[src/hw/rtl/dfsle_pkg.sv]
// Shared types, constants and codes for the DFS leader election node.
`timescale 1ns / 1ps
`default_nettype none

package dfsle_pkg;

    // rank width of the election logic and child list depth
    localparam int RANK_BITS    = 8;
    localparam int MAX_CHILDREN = 4;

    // port field widths
    localparam int FIELD_W = 8;
    localparam int KIND_W  = 2;
    localparam int COUNT_W = 3;
    localparam int INDEX_W = 3;

    // ranks arrive on 8-bit fields, so only the low bits that fit are kept
    localparam int RANK_W     = (RANK_BITS < FIELD_W) ? RANK_BITS : FIELD_W;
    localparam int NUM_SLOTS  = 4;
    localparam int SLOT_IDX_W = $clog2(NUM_SLOTS);
    localparam int CHILD_W    = $clog2(MAX_CHILDREN + 1);

    typedef logic [RANK_W-1:0] rank_t;

    typedef enum logic [KIND_W-1:0] {
        EV_START   = 2'd0,
        EV_LEADER  = 2'd1,
        EV_ALREADY = 2'd2,
        EV_PARENT  = 2'd3
    } ev_kind_t;

    typedef enum logic [KIND_W-1:0] {
        MSG_LEADER  = 2'd0,
        MSG_PARENT  = 2'd1,
        MSG_ALREADY = 2'd2,
        MSG_DONE    = 2'd3
    } msg_kind_t;

    typedef enum logic [INDEX_W-1:0] {
        REG_OWN   = 3'd0,
        REG_UP    = 3'd1,
        REG_DOWN  = 3'd2,
        REG_LEFT  = 3'd3,
        REG_RIGHT = 3'd4
    } reg_index_t;

    // election state of the node
    typedef struct packed {
        rank_t                        leader;
        rank_t                        parent;
        logic [NUM_SLOTS-1:0][RANK_W-1:0] slots;  // up, down, left, right
        logic [CHILD_W-1:0]           child_total;
    } node_state_t;

    // one outgoing message as it leaves on the result channel
    typedef struct packed {
        msg_kind_t          msg_kind;
        logic [FIELD_W-1:0] dest_rank;
        logic [FIELD_W-1:0] leader_out;
        logic [COUNT_W-1:0] child_count;
    } result_t;

endpackage

`default_nettype wire

[src/hw/rtl/dfs_leader_election_node.sv]
// Top level of the DFS spanning-tree leader election node.
// Each result is registered into the result register or, behind a full one, the skid entry.
// Throughput: one event per cycle while s_tready is high (compares and a four-slot priority pick).
// A result register plus skid entry keep s_tready high while a result waits;
//   s_tready drops only when both are full.
// Reset (aresetn, synchronous, active low): own rank 1, no neighbors, no
//   parent, no children, output buffer empty. Any write to a known register reinitializes.
`timescale 1ns / 1ps
`default_nettype none

module dfs_leader_election_node
    import dfsle_pkg::*;
(
    input  wire logic               aclk,
    input  wire logic               aresetn,

    // configuration write port
    input  wire logic               cfg_wr_en,
    input  wire logic [INDEX_W-1:0] cfg_index,
    input  wire logic [FIELD_W-1:0] cfg_wdata,

    // event input
    input  wire logic               s_tvalid,
    output      logic               s_tready,
    input  wire logic [15:0]        s_tdata,   // [7:0] src_rank, [15:8] leader_value
    input  wire logic [KIND_W-1:0]  s_tuser,   // [1:0] kind

    // outgoing message
    output      logic               m_tvalid,
    input  wire logic               m_tready,
    output      logic [23:0]        m_tdata,   // [7:0] dest_rank, [15:8] leader_out,
                                               // [18:16] child_count, rest zero
    output      logic [KIND_W-1:0]  m_tuser    // [1:0] msg_kind
);

    // configuration copies
    rank_t                            own_rank_reg;
    logic [NUM_SLOTS-1:0][RANK_W-1:0] nbr_rank_reg;
    logic [NUM_SLOTS-1:0][RANK_W-1:0] nbr_cfg;

    // election state
    node_state_t state_reg;
    node_state_t state_next;

    // output buffer: result register and skid entry
    logic    out_valid_reg;
    result_t out_reg;
    logic    skid_valid_reg;
    result_t skid_reg;

    logic    in_xfer;
    logic    out_xfer;
    logic    res_valid;
    result_t res;
    logic    push;
    rank_t   cfg_rank;

    assign s_tready = !skid_valid_reg;
    assign in_xfer  = s_tvalid && s_tready;
    assign out_xfer = m_tvalid && m_tready;
    assign push     = in_xfer && res_valid;
    assign cfg_rank = cfg_wdata[RANK_W-1:0];

    // neighbor table as it stands after a neighbor register write
    always_comb begin
        nbr_cfg = nbr_rank_reg;
        if (cfg_index inside {REG_UP, REG_DOWN, REG_LEFT, REG_RIGHT}) begin
            nbr_cfg[SLOT_IDX_W'(cfg_index - REG_UP)] = cfg_rank;
        end
    end

    dfsle_core u_core (
        .st           (state_reg),
        .own_rank     (own_rank_reg),
        .nbr_rank     (nbr_rank_reg),
        .kind         (ev_kind_t'(s_tuser)),
        .src_rank     (s_tdata[RANK_W-1:0]),
        .leader_value (s_tdata[FIELD_W+RANK_W-1:FIELD_W]),
        .st_next      (state_next),
        .res_valid    (res_valid),
        .res          (res)
    );

    // configuration and election state
    always_ff @(posedge aclk) begin
        if (!aresetn) begin
            own_rank_reg          <= rank_t'(1);
            nbr_rank_reg          <= '0;
            state_reg.leader      <= rank_t'(1);
            state_reg.parent      <= '0;
            state_reg.slots       <= '0;
            state_reg.child_total <= '0;
        end else if (cfg_wr_en) begin
            // every known register reloads the election from scratch
            case (cfg_index)
                REG_OWN: begin
                    own_rank_reg          <= cfg_rank;
                    state_reg.leader      <= cfg_rank;
                    state_reg.parent      <= '0;
                    state_reg.slots       <= nbr_rank_reg;
                    state_reg.child_total <= '0;
                end
                REG_UP, REG_DOWN, REG_LEFT, REG_RIGHT: begin
                    nbr_rank_reg          <= nbr_cfg;
                    state_reg.leader      <= own_rank_reg;
                    state_reg.parent      <= '0;
                    state_reg.slots       <= nbr_cfg;
                    state_reg.child_total <= '0;
                end
                default: ;
            endcase
        end else if (in_xfer) begin
            state_reg <= state_next;
        end
    end

    // output buffer control; a push only happens while the skid is empty
    always_ff @(posedge aclk) begin
        if (!aresetn) begin
            out_valid_reg  <= 1'b0;
            skid_valid_reg <= 1'b0;
        end else if (!out_valid_reg || out_xfer) begin
            if (skid_valid_reg) begin
                out_valid_reg  <= 1'b1;
                skid_valid_reg <= 1'b0;
            end else begin
                out_valid_reg <= push;
            end
        end else if (push) begin
            skid_valid_reg <= 1'b1;
        end
    end

    always_ff @(posedge aclk) begin
        if (!out_valid_reg || out_xfer) begin
            out_reg <= skid_valid_reg ? skid_reg : res;
        end
        if (push && out_valid_reg && !out_xfer) begin
            skid_reg <= res;
        end
    end

    assign m_tvalid = out_valid_reg;
    assign m_tuser  = out_reg.msg_kind;
    assign m_tdata  = {5'd0, out_reg.child_count, out_reg.leader_out, out_reg.dest_rank};

    // skid entry is only ever filled behind a full result register
    a_skid_behind_out: assert property (@(posedge aclk) disable iff (!aresetn)
        skid_valid_reg |-> out_valid_reg)
        else $error("skid entry valid with empty result register");

    // a known register write clears parent and children
    a_cfg_reinit: assert property (@(posedge aclk) disable iff (!aresetn)
        cfg_wr_en && (cfg_index == REG_OWN || cfg_index == REG_UP ||
                      cfg_index == REG_DOWN || cfg_index == REG_LEFT ||
                      cfg_index == REG_RIGHT)
        |=> state_reg.parent == '0 && state_reg.child_total == '0)
        else $error("config write did not reinitialize election state");

    a_child_sat: assert property (@(posedge aclk) disable iff (!aresetn)
        state_reg.child_total <= CHILD_W'(MAX_CHILDREN))
        else $error("child count above limit");

    // election done always goes to the coordinator
    a_done_dest: assert property (@(posedge aclk) disable iff (!aresetn)
        m_tvalid && m_tuser == MSG_DONE |-> m_tdata[7:0] == 8'd0)
        else $error("election done not addressed to coordinator");

    // a full buffer drained by a transfer still shows the skid result next
    a_skid_drain: assert property (@(posedge aclk) disable iff (!aresetn)
        skid_valid_reg && out_xfer |=> m_tvalid && !skid_valid_reg)
        else $error("skid result lost on drain");

endmodule

`default_nettype wire

[src/hw/rtl/dfsle_core.sv]
// Event decode and next-state logic of the election node (combinational).
`timescale 1ns / 1ps
`default_nettype none

module dfsle_core
    import dfsle_pkg::*;
(
    input  node_state_t                      st,
    input  rank_t                            own_rank,
    input  logic [NUM_SLOTS-1:0][RANK_W-1:0] nbr_rank,
    input  ev_kind_t                         kind,
    input  rank_t                            src_rank,
    input  rank_t                            leader_value,
    output node_state_t                      st_next,
    output logic                             res_valid,
    output result_t                          res
);

    node_state_t            mid;
    logic                   do_explore;
    logic                   found;
    logic [SLOT_IDX_W-1:0]  pick;
    msg_kind_t              kind_out;
    rank_t                  dest;

    always_comb begin
        mid        = st;
        do_explore = 1'b0;
        res_valid  = 1'b0;
        kind_out   = MSG_LEADER;
        dest       = '0;
        found      = 1'b0;
        pick       = '0;

        case (kind)
            EV_START: begin
                if (st.parent == '0) begin
                    mid.parent = own_rank;
                    do_explore = (own_rank != '0);
                end
            end
            EV_LEADER: begin
                if (st.leader < leader_value) begin
                    mid.leader      = leader_value;
                    mid.parent      = src_rank;
                    mid.child_total = '0;
                    for (int i = 0; i < NUM_SLOTS; i++) begin
                        mid.slots[i] = (nbr_rank[i] == src_rank) ? '0 : nbr_rank[i];
                    end
                    do_explore = 1'b1;
                end else if (st.leader == leader_value) begin
                    res_valid = 1'b1;
                    kind_out  = MSG_ALREADY;
                    dest      = src_rank;
                end
            end
            EV_ALREADY: begin
                do_explore = (st.leader == leader_value);
            end
            EV_PARENT: begin
                if (st.leader == leader_value) begin
                    // child list saturates; ranks themselves never feed a result
                    if (st.child_total < CHILD_W'(MAX_CHILDREN)) begin
                        mid.child_total = st.child_total + CHILD_W'(1);
                    end
                    do_explore = 1'b1;
                end
            end
            default: ;
        endcase

        st_next = mid;

        // first nonzero slot wins: scan from the top so the lowest index sticks
        for (int i = NUM_SLOTS - 1; i >= 0; i--) begin
            if (mid.slots[i] != '0) begin
                found = 1'b1;
                pick  = SLOT_IDX_W'(i);
            end
        end

        if (do_explore) begin
            res_valid = 1'b1;
            if (found) begin
                kind_out           = MSG_LEADER;
                dest               = mid.slots[pick];
                st_next.slots[pick] = '0;
            end else if (mid.parent != own_rank) begin
                kind_out = MSG_PARENT;
                dest     = mid.parent;
            end else begin
                kind_out = MSG_DONE;
                dest     = '0;
            end
        end

        res.msg_kind    = kind_out;
        res.dest_rank   = FIELD_W'(dest);
        res.leader_out  = FIELD_W'(st_next.leader);
        res.child_count = COUNT_W'(st_next.child_total);
    end

endmodule

`default_nettype wire
[config.mk]
export PLATFORM = sky130hd
export DESIGN_NAME = dfs_leader_election_node
export DESIGN_NICKNAME = d
export VERILOG_FILES = /design/src/hw/rtl/dfsle_pkg.sv /design/src/hw/rtl/dfs_leader_election_node.sv /design/src/hw/rtl/dfsle_core.sv
export SDC_FILE = /design/constraint.sdc
export NUM_CORES = 1
export LEC_CHECK = 0
export ABC_CLOCK_PERIOD_IN_PS = 5380
export BUFFER_PORTS_ARGS = -buffer_cell sky130_fd_sc_hd__buf_2
export CORE_MARGIN = 2
export CORE_UTILIZATION = 60
export DETAILED_ROUTE_END_ITERATION = 7
export GPL_TIMING_DRIVEN = 0
export PLACE_DENSITY = 0.8
export SYNTH_ARGS = -nofsm -noshare
export SYNTH_HDL_FRONTEND = slang
export SYNTH_SLANG_ARGS = --single-unit
[constraint.sdc]
create_clock -name aclk -period 5.38 [get_ports aclk]
set_clock_uncertainty 0.15 [all_clocks]
set_input_delay 0.807 -clock aclk [delete_from_list [all_inputs] [get_ports aclk]]
set_output_delay 0.807 -clock aclk [all_outputs]
set_load 0.05 [all_outputs]
==> results of run 1 <==
cell usage after synthesis, drive strengths merged (6+ instances only):
cell and instances:
buf 22, nor2 48, a222oi 6, a22oi 11, nand2 117, a221oi 17
nand2b 7, o21ai 64, a22o 6, a31oi 11, a21oi 67, nor4 17
and3 10, nand3 18, dfxtp 93, edfxtp 42, nor3b 14, mux2 41
clkbuf 56, inv 22, nand3b 8, o22a 9, xnor2 35, ha 9
and2 6, nand4 11, nor2b 39, a21boi 29, a221o 8, mux2i 30
layout make-up:
cell class | instances | area (um^2) | area share
multi-input cells | 722 | 4840 | 0.514
flip-flops and latches | 135 | 3120 | 0.331
clock buffers | 18 | 439 | 0.0466
plain buffers | 78 | 342 | 0.0362
well taps | 180 | 225 | 0.0239
repair buffers | 38 | 200 | 0.0212
clock inverters | 14 | 173 | 0.0183
inverters | 23 | 86.3 | 0.00915
per-stage QoR:
step	setup WS, ns	utilization
final	0.666	0.685
after global routing	0.646	0.685
after CTS	0.891	0.685
after detailed placement	0.502	0.640
after global placement	-0.463	0.639
after floorplan	0.879	-
cells by family after synthesis:
group                      count (synthesis)  share of synthesized area
and+or+nand+nor                          319                      0.201
AOI/OAI and AO/OA                        282                      0.232
DFF                                      135                      0.373
buffers and inverters                    101                     0.0511
muxes                                     71                     0.0919
xor gates and xnor gates                  36                     0.0376
adders and majority gates                  9                     0.0134
other                                      1                   0.000448
path summary, 6_finish.rpt:
kind	cells after the start	slack, ns	end	start
worst max-delay path	14	0.67	m_tdata[7]	s_tdata[15]
worst min-delay path	2	0.35	state_reg[50]	state_reg[50]
worst max register to register	12	0.84	m_tdata[7]	state_reg[50]
worst min register to register	2	0.35	state_reg[50]	state_reg[50]
critical path, cell delays in order:
cell and delay (ns):
buf_2 0.08, inv_1 0.06, ha_1 0.43, nand4_2 0.17, a21o_1 0.28, buf_2 0.24
nand2_1 0.37, buf_2 0.35, buf_2 0.36, clkbuf_1 0.69, a21oi_1 0.25, a21oi_1 0.24
o2bb2ai_1 0.13, mux2_2 0.28
cell usage in the layout, fill, tap and decap left out, types with 5 or more instances in the layout:
cell,count
a22oi_1,11
a21oi_1,66
a22o_1,6
or4_1,5
nand2b_1,7
conb_1,5
a221o_1,8
a31oi_1,10
xnor2_1,35
a21boi_0,28
o21ai_1,7
o31a_1,5
nand4_1,10
o21ai_0,57
mux2i_1,30
nand2_1,116
nor3b_1,14
nand3b_1,8
and4_1,5
buf_4,7
a21o_1,5
o22a_1,9
nor2_1,47
inv_1,22
clkbuf_16,17
and3_1,10
clkbuf_1,56
nand3_1,18
o211ai_1,5
nor4_1,14
mux2_2,39
and2_1,6
edfxtp_1,42
nor2b_1,39
buf_2,49
a221oi_1,17
dfxtp_1,93
ha_1,9
a222oi_1,6
per-layer routing:
layer  GRT usage  vias to the layer above
li1            -                     3644
met1       0.521                     3935
met2       0.666                      623
met3       0.108                      166
met4       0.255                        0
met5           0                        -
power by group through the flow:
| stage | Clock [mW] | Sequential, mW | Combinational, mW |
|---|---|---|---|
| global route | 1.26 | 1.15 | 0.606 |
| detailed placement | 0 | 1.16 | 0.553 |
| finish | 1.24 | 1.14 | 0.579 |
| global placement | 0 | 1.16 | 0.549 |
| CTS | 1.23 | 1.14 | 0.556 |
| floorplan | 0 | 1.21 | 0.338 |
==> results.py, run 1 <==
metrics = {
    "run_status": {
        "status": "finished, violations left",
        "violations": "design-rule violations",
    },
    "global_routing": {
        "grt_use_total": 0.423,
        "overflow": 0,
        "grt_max_degree": 25,
        "grt_pass1_wl_mm": 46.1,
        "grt_pass1_vias": 7892,
        "antenna_found_initial": 0,
    },
    "drt": {
        "wl_per_cell_um": 25.8,
        "drt_pass1_iterations": 8,
        "ant_nets": 0,
        "wirelength_mm": 31.2,
        "num_vias": 8368,
        "drt_iter0_markers": 1279,
        "drc": 1,
        "wl_met2_mm": 14.1,
        "via_per_inst": 6.93,
        "route.met3.wl_mm": 3.61,
        "wl_met1_mm": 11.6,
        "routed.top_layer": "met4",
    },
    "cts": {
        "cts_made_buffers": 17,
        "clock_path_buffers": 2,
        "cts_sinks": 135,
        "cts_resized": 0,
        "cts_tree": "yes",
        "postCtsSetupRepairBufs": 0,
        "h-tree-depth": 4,
        "cts-root-buf": "clkbuf_16",
        "clkTransAtPathRegs_ns": 0.06,
        "clkLatencyLatePin_ns": 0.44,
        "postCtsHoldBufs": 0,
    },
    "timing": {
        "worst_pin_slew_ns": 1.33,
        "slew_headroom": 0.111,
        "timing.hold.ws_ns": 0.353,
        "setup_violations": 0,
        "finalSetupTns_ns": 0,
        "max_freq_mhz": 212,
        "hold_violations": 0,
        "maxSlewViolCount": 0,
        "grt_setup_unrepaired": "false",
        "fin_crit_ns": 4.71,
        "fin_crit_sh": 0.876,
    },
    "finish": {
        "drive_gt1_frac": 0.140,
        "n_fill_cell": 1175,
        "antennaDiodeCount": 0,
        "final_nets": 1058,
        "largest_register_ffs": 51,
        "fin_area_um2": 9430,
        "synthToLayoutAreaGrowth_pct": 12.6,
        "fin_cells": 1208,
    },
    "placed_design": {
        "dpl.hpwl_mm": 21.9,
        "placed_cells": 1176,
        "io_buffers": 37,
        "place.gp.congestion": 0.997,
        "dpl_cell_area_um2": 8820,
    },
    "worst_setup_path": {
        "critPathLaunchType": "primary input",
        "criticalPathCategory": "primary input to flop",
        "critPathMaxFanout": 10,
        "crit_arrival_ns": 4.75,
        "critPathRequiredTime_ns": 5.41,
        "end_kind": "flop",
    },
    "synthesis": {
        "avgSynthCellArea_um2": 8.78,
        "synth.ff_latch_count": 135,
        "ys_warn_count": 0,
        "synthTopCellsByArea": "dfxtp_1 (22%), edfxtp_1 (15%), mux2_2 (5.2%), nand2_1 (5.2%), a21oi_1 (3.9%)",
        "yosysUniqueCellTypes": 78,
        "ys_seq_area_frac": 0.373,
        "synthArstFlopShare": 0,
        "ys.flop_type": "dfxtp_1",
        "synth-edff-count": 42,
        "syn_inst": 954,
        "synth_area_leader_cell": "dfxtp_1",
        "synth_top_area_share": 0.222,
        "netlist_area_um2": 8380,
    },
    "power": {
        "p_sw_frac": 0.314,
        "p_int_mw": 2.03,
        "p_seq_frac": 0.386,
        "power_frac_comb": 0.196,
        "power.net_switching_mw": 0.927,
        "p_per_area_nw_per_um2": 313,
        "p_clk_frac": 0.418,
        "leakage_nw": 3.48,
        "total_power_mw": 2.96,
        "ir_worst_vdd_v": 0.000233,
    },
    "floorplan": {
        "die_y_um": 122,
        "ioPinCount": 62,
        "dieArea_um2": 14900,
        "die_w_um": 122,
        "initial_utilization": 0.608,
        "core-area_um2": 13800,
        "rows": 43,
    },
    "job": {
        "cap_viol_max_count": 0,
    },
    "hold_path": {
        "hold_path.class": "flop to flop",
    },
}
Note: power is estimated with default switching activity, not from simulation.
==> inputs of run 2 (changes only) <==
ABC_AREA = 1   (was default)
ABC_CLOCK_PERIOD_IN_PS = 5000   (was 5380)
PLACE_DENSITY = 0.79   (was 0.8)
clock period = 5 ns   (was 5.38 ns; I/O delays follow)
==> run 2 against run 1 <==
Design area grew 3.7%; the run now ends clean; worst hold slack lost 0.012 ns; first-iteration DRC count rose by 7.1%; flip-flop and latch count unchanged.
==> results.py, run 2 <==
metrics = {
    "drt": {
        "routed.top_layer": "met4",
        "drt_iter0_markers": 1370,
        "wl_met2_mm": 13.2,
        "wirelength_mm": 31.1,
        "drt_pass1_iterations": 6,
        "wl_per_cell_um": 19.2,
        "drc": 0,
        "ant_nets": 0,
        "num_vias": 9572,
        "route.met3.wl_mm": 4.44,
        "via_per_inst": 5.89,
        "wl_met1_mm": 12.2,
    },
    "synthesis": {
        "synthArstFlopShare": 0,
        "netlist_area_um2": 8670,
        "synth_area_leader_cell": "nand2_1",
        "yosysUniqueCellTypes": 39,
        "synth.ff_latch_count": 135,
        "ys_warn_count": 0,
        "synth_top_area_share": 0.220,
        "ys.flop_type": "dfxtp_1",
        "synthTopCellsByArea": "nand2_1 (22%), dfxtp_1 (21%), edfxtp_1 (15%), o21ai_0 (7.4%), inv_1 (5.7%)",
        "yosys-top-cells-count": "nand2_1 (509), inv_1 (132), o21ai_0 (128), nor2_1 (123), a21oi_1 (98)",
        "syn_inst": 1357,
        "avgSynthCellArea_um2": 6.39,
        "synth.most_common_cell": "nand2_1",
        "synth-edff-count": 42,
        "ys_seq_area_frac": 0.360,
    },
    "timing": {
        "slew_headroom": 0.303,
        "hold_violations": 0,
        "maxSlewViolCount": 0,
        "setup_violations": 0,
        "max_freq_mhz": 258,
        "fin_crit_sh": 0.774,
        "finalSetupTns_ns": 0,
        "fin_crit_ns": 3.87,
        "grt_setup_unrepaired": "false",
        "worst_pin_slew_ns": 1.04,
    },
    "worst_setup_path": {
        "critPathLaunchType": "primary input",
        "critPathRequiredTime_ns": 4.90,
        "end_kind": "flop",
        "critPathMaxFanout": 21,
        "crit_arrival_ns": 3.77,
        "criticalPathCategory": "primary input to flop",
    },
    "floorplan": {
        "die_y_um": 124,
        "ioPinCount": 62,
        "initial_utilization": 0.620,
        "die_w_um": 124,
        "dieArea_um2": 15400,
        "core-area_um2": 14000,
        "rows": 43,
    },
    "finish": {
        "mostFrequentLayoutCell": "nand2_1",
        "n_fill_cell": 1267,
        "fin_cells": 1626,
        "largest_register_ffs": 51,
        "drive_gt1_frac": 0.111,
        "layout_common_cells": "nand2_1 (509), inv_1 (132), o21ai_0 (128)",
        "synthToLayoutAreaGrowth_pct": 12.8,
        "antennaDiodeCount": 0,
        "final_nets": 1476,
    },
    "run_status": {
        "status": "finished clean",
    },
    "placed_design": {
        "placed_cells": 1594,
        "dpl.hpwl_mm": 23.0,
        "place.gp.congestion": 1.02,
        "io_buffers": 53,
    },
    "global_routing": {
        "antenna_found_initial": 0,
        "grt_max_degree": 25,
        "grt_pass1_wl_mm": 46.9,
        "grt_pass1_vias": 8641,
        "overflow": 0,
        "grt_use_total": 0.394,
    },
    "power": {
        "leakage_nw": 4.76,
        "p_per_area_nw_per_um2": 342,
        "ir_worst_vdd_v": 0.000251,
        "total_power_mw": 3.34,
    },
    "cts": {
        "postCtsHoldBufs": 0,
        "cts_sinks": 135,
        "h-tree-depth": 4,
        "postCtsSetupRepairBufs": 0,
        "clkTransAtPathRegs_ns": 0.06,
        "cts_tree": "yes",
        "clock_path_buffers": 2,
        "cts_resized": 0,
        "cts_made_buffers": 17,
        "cts-root-buf": "clkbuf_16",
        "clkLatencyLatePin_ns": 0.43,
    },
    "job": {
        "cap_viol_max_count": 0,
    },
    "hold_path": {
        "hold_path.class": "flop to flop",
    },
}
## run 2: kinds of logic after synthesis
family,synth area share
adders and majority gates,0.0130
DFF,0.360
and+or+nand+nor,0.363
buffers and inverters,0.0984
other,0.000432
AOI/OAI and AO/OA,0.165
## run 2: final timing paths
kind	start	to	slack, ns	cells after the start
worst min-delay path	state_reg[2]	state_reg[2]	0.34	2
worst min register to register	state_reg[2]	state_reg[2]	0.34	2
worst max register to register	state_reg[50]	skid_reg[18]	1.28	11
worst max-delay path	s_tdata[15]	skid_reg[18]	1.13	13
## run 2: layer usage
| layer | up-vias | GRT usage |
|---|---|---|
| li1 | 4501 | - |
| met3 | 115 | 0.115 |
| met5 | - | 0 |
| met2 | 647 | 0.587 |
| met1 | 4309 | 0.537 |
| met4 | 0 | 0.159 |
## run 2: final cells by class
class                   count  area, um^2  area share
plain buffers              56         294      0.0301
clock buffers              17         425      0.0435
clock inverters            15         175      0.0179
inverters                 149         559      0.0572
multi-input cells        1021        4710       0.482
flip-flops and latches    135        3120       0.319
well taps                 180         225      0.0230
repair buffers             53         265      0.0271
## run 2: per-stage QoR
| step | worst slack [ns] | area, um^2 | util | hold WS (ns) |
|---|---|---|---|---|
| 2_1_floorplan | 1.24 | 8690 | - | 0.295 |
| 3_3_place_gp | 0.425 | 9180 | 0.656 | 0.305 |
| 3_5_place_dp | 0.818 | 9180 | 0.656 | 0.334 |
| 4_1_cts | 1.23 | 9780 | 0.699 | 0.342 |
| 5_1_grt | 0.961 | 9780 | 0.699 | 0.365 |
| 6_report | 1.13 | 9780 | 0.699 | 0.341 |
## run 2: critical path, cell delays in order
cell	delay (ns)
buf_2	0.08
inv_1	0.06
ha_1	0.31
a21o_1	0.19
nor2_4	0.27
nand2_4	0.12
nand2_1	0.21
inv_1	0.12
nor2_4	0.36
inv_1	0.23
a21oi_1	0.21
inv_1	0.07
nor2_2	0.79
## run 2: power by group
| part | internal [mW] | switching (mW) | leakage [nW] |
|---|---|---|---|
| logic | 0.210 | 0.587 | 3.27 |
| clock network | 0.783 | 0.516 | 0.274 |
| registers | 1.20 | 0.0412 | 1.21 |
==> inputs of run 3 (changes only) <==
ABC_CLOCK_PERIOD_IN_PS = 3210   (was 5000)
CORE_UTILIZATION = 56   (was 60)
PLACE_DENSITY = 0.78   (was 0.79)
clock period = 3.21 ns   (was 5 ns; I/O delays follow)
==> run 3 against run 2 <==
The flow now finishes with violations (negative setup slack); die area is 6.9% higher; flip-flop and latch count stayed put; register-to-register slack worse by 1.4 ns; global-route usage is 0.68 points lower; wire length is 7.7% higher; sequential power is 55% higher; setup slack worse by 1.2 ns; first-iteration DRC count is 8.1% higher; sequential share of layout area is 2.7 points lower; combinational power is 86% higher; clock power is 47% higher; largest cell class unchanged.
==> results.py, run 3 (same netlist as run 2, synthesis figures left out) <==
metrics = {
    "finish": {
        "synthToLayoutAreaGrowth_pct": 23.6,
        "drive_gt1_frac": 0.216,
        "mostFrequentLayoutCell": "nand2_1",
        "largest_register_ffs": 51,
        "final_nets": 1519,
        "antennaDiodeCount": 0,
        "layout_common_cells": "nand2_1 (447), inv_1 (129), o21ai_0 (124)",
        "fin_area_um2": 10700,
    },
    "timing": {
        "grt_setup_unrepaired": "true",
        "fin_crit_ns": 3.30,
        "setup_violations": 9,
        "finalSetupTns_ns": -0.469,
        "fin_ws_ns": -0.0913,
        "maxSlewViolCount": 0,
        "slew_headroom": 0.297,
        "max_freq_mhz": 303,
        "timing.hold.ws_ns": 0.241,
        "fin_crit_sh": 1.03,
        "hold_violations": 0,
        "worst_pin_slew_ns": 1.05,
    },
    "hold_path": {
        "whs_path_depth": 3,
        "hold_path.class": "primary input to flop",
    },
    "placed_design": {
        "io_buffers": 53,
        "place.gp.congestion": 1.00,
        "dpl_cell_area_um2": 9190,
        "dpl.hpwl_mm": 23.1,
    },
    "global_routing": {
        "grt_max_degree": 26,
        "grt_pass1_wl_mm": 47.5,
        "grt_pass1_vias": 8263,
        "antenna_found_initial": 0,
        "overflow": 0,
        "grt_use_total": 0.387,
    },
    "floorplan": {
        "ioPinCount": 62,
        "dieArea_um2": 16500,
        "initial_utilization": 0.572,
        "die_y_um": 128,
        "core-area_um2": 15100,
        "die_w_um": 128,
        "rows": 45,
    },
    "drt": {
        "ant_nets": 0,
        "wl_per_cell_um": 20.0,
        "drc": 0,
        "num_vias": 9901,
        "wirelength_mm": 33.5,
        "via_per_inst": 5.90,
        "drt_pass1_iterations": 6,
        "drt_iter0_markers": 1481,
    },
    "job": {
        "cap_viol_max_count": 0,
    },
    "worst_setup_path": {
        "crit_arrival_ns": 3.33,
        "critPathLaunchType": "flop",
        "critPathRequiredTime_ns": 3.24,
        "rr_worst_depth": 21,
        "criticalPathCategory": "flop to flop",
        "critPathMaxFanout": 7,
        "end_kind": "flop",
    },
    "cts": {
        "clkTransAtPathRegs_ns": 0.07,
        "cts_tree": "yes",
        "h-tree-depth": 4,
        "clock_path_buffers": 2,
        "cts_sinks": 135,
        "cts-root-buf": "clkbuf_16",
        "cts_made_buffers": 17,
        "clkLatencyLatePin_ns": 0.44,
    },
    "run_status": {
        "violations": "negative setup slack",
        "status": "finished, violations left",
    },
    "power": {
        "p_per_area_nw_per_um2": 498,
        "total_power_mw": 5.34,
        "leakage_nw": 5.09,
        "ir_worst_vdd_v": 0.000473,
    },
}
run 3: cell count changes in the layout (fill, tap and decap cells not counted), sizes merged:
cell and change:
inv +5, clkinvlp -4, nor2 +1, buf +40, clkinv +2, clkbuf +1, nand3 +1, bufinv -3
run 3: layout make-up:
class                   count  area [um^2]
plain buffers              56          349
well taps                 188          235
inverters                 149          562
repair buffers             94          654
multi-input cells        1023         5220
fillers                  1312         4430
clock buffers              17          425
flip-flops and latches    135         3130
clock inverters            15          134
run 3: final timing paths:
path | startpoint | endpoint | slack, ns
max | state_reg[50] | m_tdata[2] | -0.09
min | cfg_wdata[7] | own_rank_reg[7] | 0.24
max reg2reg | state_reg[50] | m_tdata[2] | -0.09
min reg2reg | state_reg[2] | state_reg[2] | 0.33
run 3: metrics by stage:
step                       util  cells  worst slack [ns]
after floorplan               -   1361            0.0600
after global placement    0.607   1602            -0.664
after detailed placement  0.607   1602            -0.671
after CTS                 0.651   1641           -0.0244
after global routing      0.707   1677            -0.275
final                     0.707   1677           -0.0913
run 3: what timing repair did:
action,CTS,global route
buffers inserted,6,33
hold buffers,0,0
gates cloned,1,3
setup endpoints to repair,39,99
resized for setup,21,153
pin swaps,10,53
run 3: power by group:
part / leakage [nW] / switching (mW) / total, mW / internal [mW]
logic: 3.61 / 1.03 / 1.48 / 0.455
registers: 1.21 / 0.0671 / 1.94 / 1.87
clock network: 0.270 / 0.896 / 1.91 / 1.02
total: 5.09 / 1.99 / 5.34 / 3.35
run 3: worst max-delay path, cell delays in order (launching register included):
cell and delay (ns):
dfxtp_2 0.37, ha_4 0.21, a21o_1 0.18, nor2_4 0.25, buf_12 0.16, nand2_8 0.06
nor2_8 0.25, buf_8 0.18, buf_4 0.12, nand2_1 0.06, nand2_2 0.11, nor2_2 0.05
nand2_2 0.08, nor2_4 0.06, nand2_2 0.09, nand2_4 0.08, nand3_1 0.09, nand2_1 0.10
o21bai_1 0.20, nand2_2 0.09, nand2_1 0.06, nand2_1 0.05
run 3: metal layers:
metal  GRT usage  wire length (um)  vias up
met4       0.166              1490        0
met2       0.544             13700      739
met3       0.122              4640      110
met1       0.547             13700     4460
li1            -                 -     4592
met5           0                 0        -
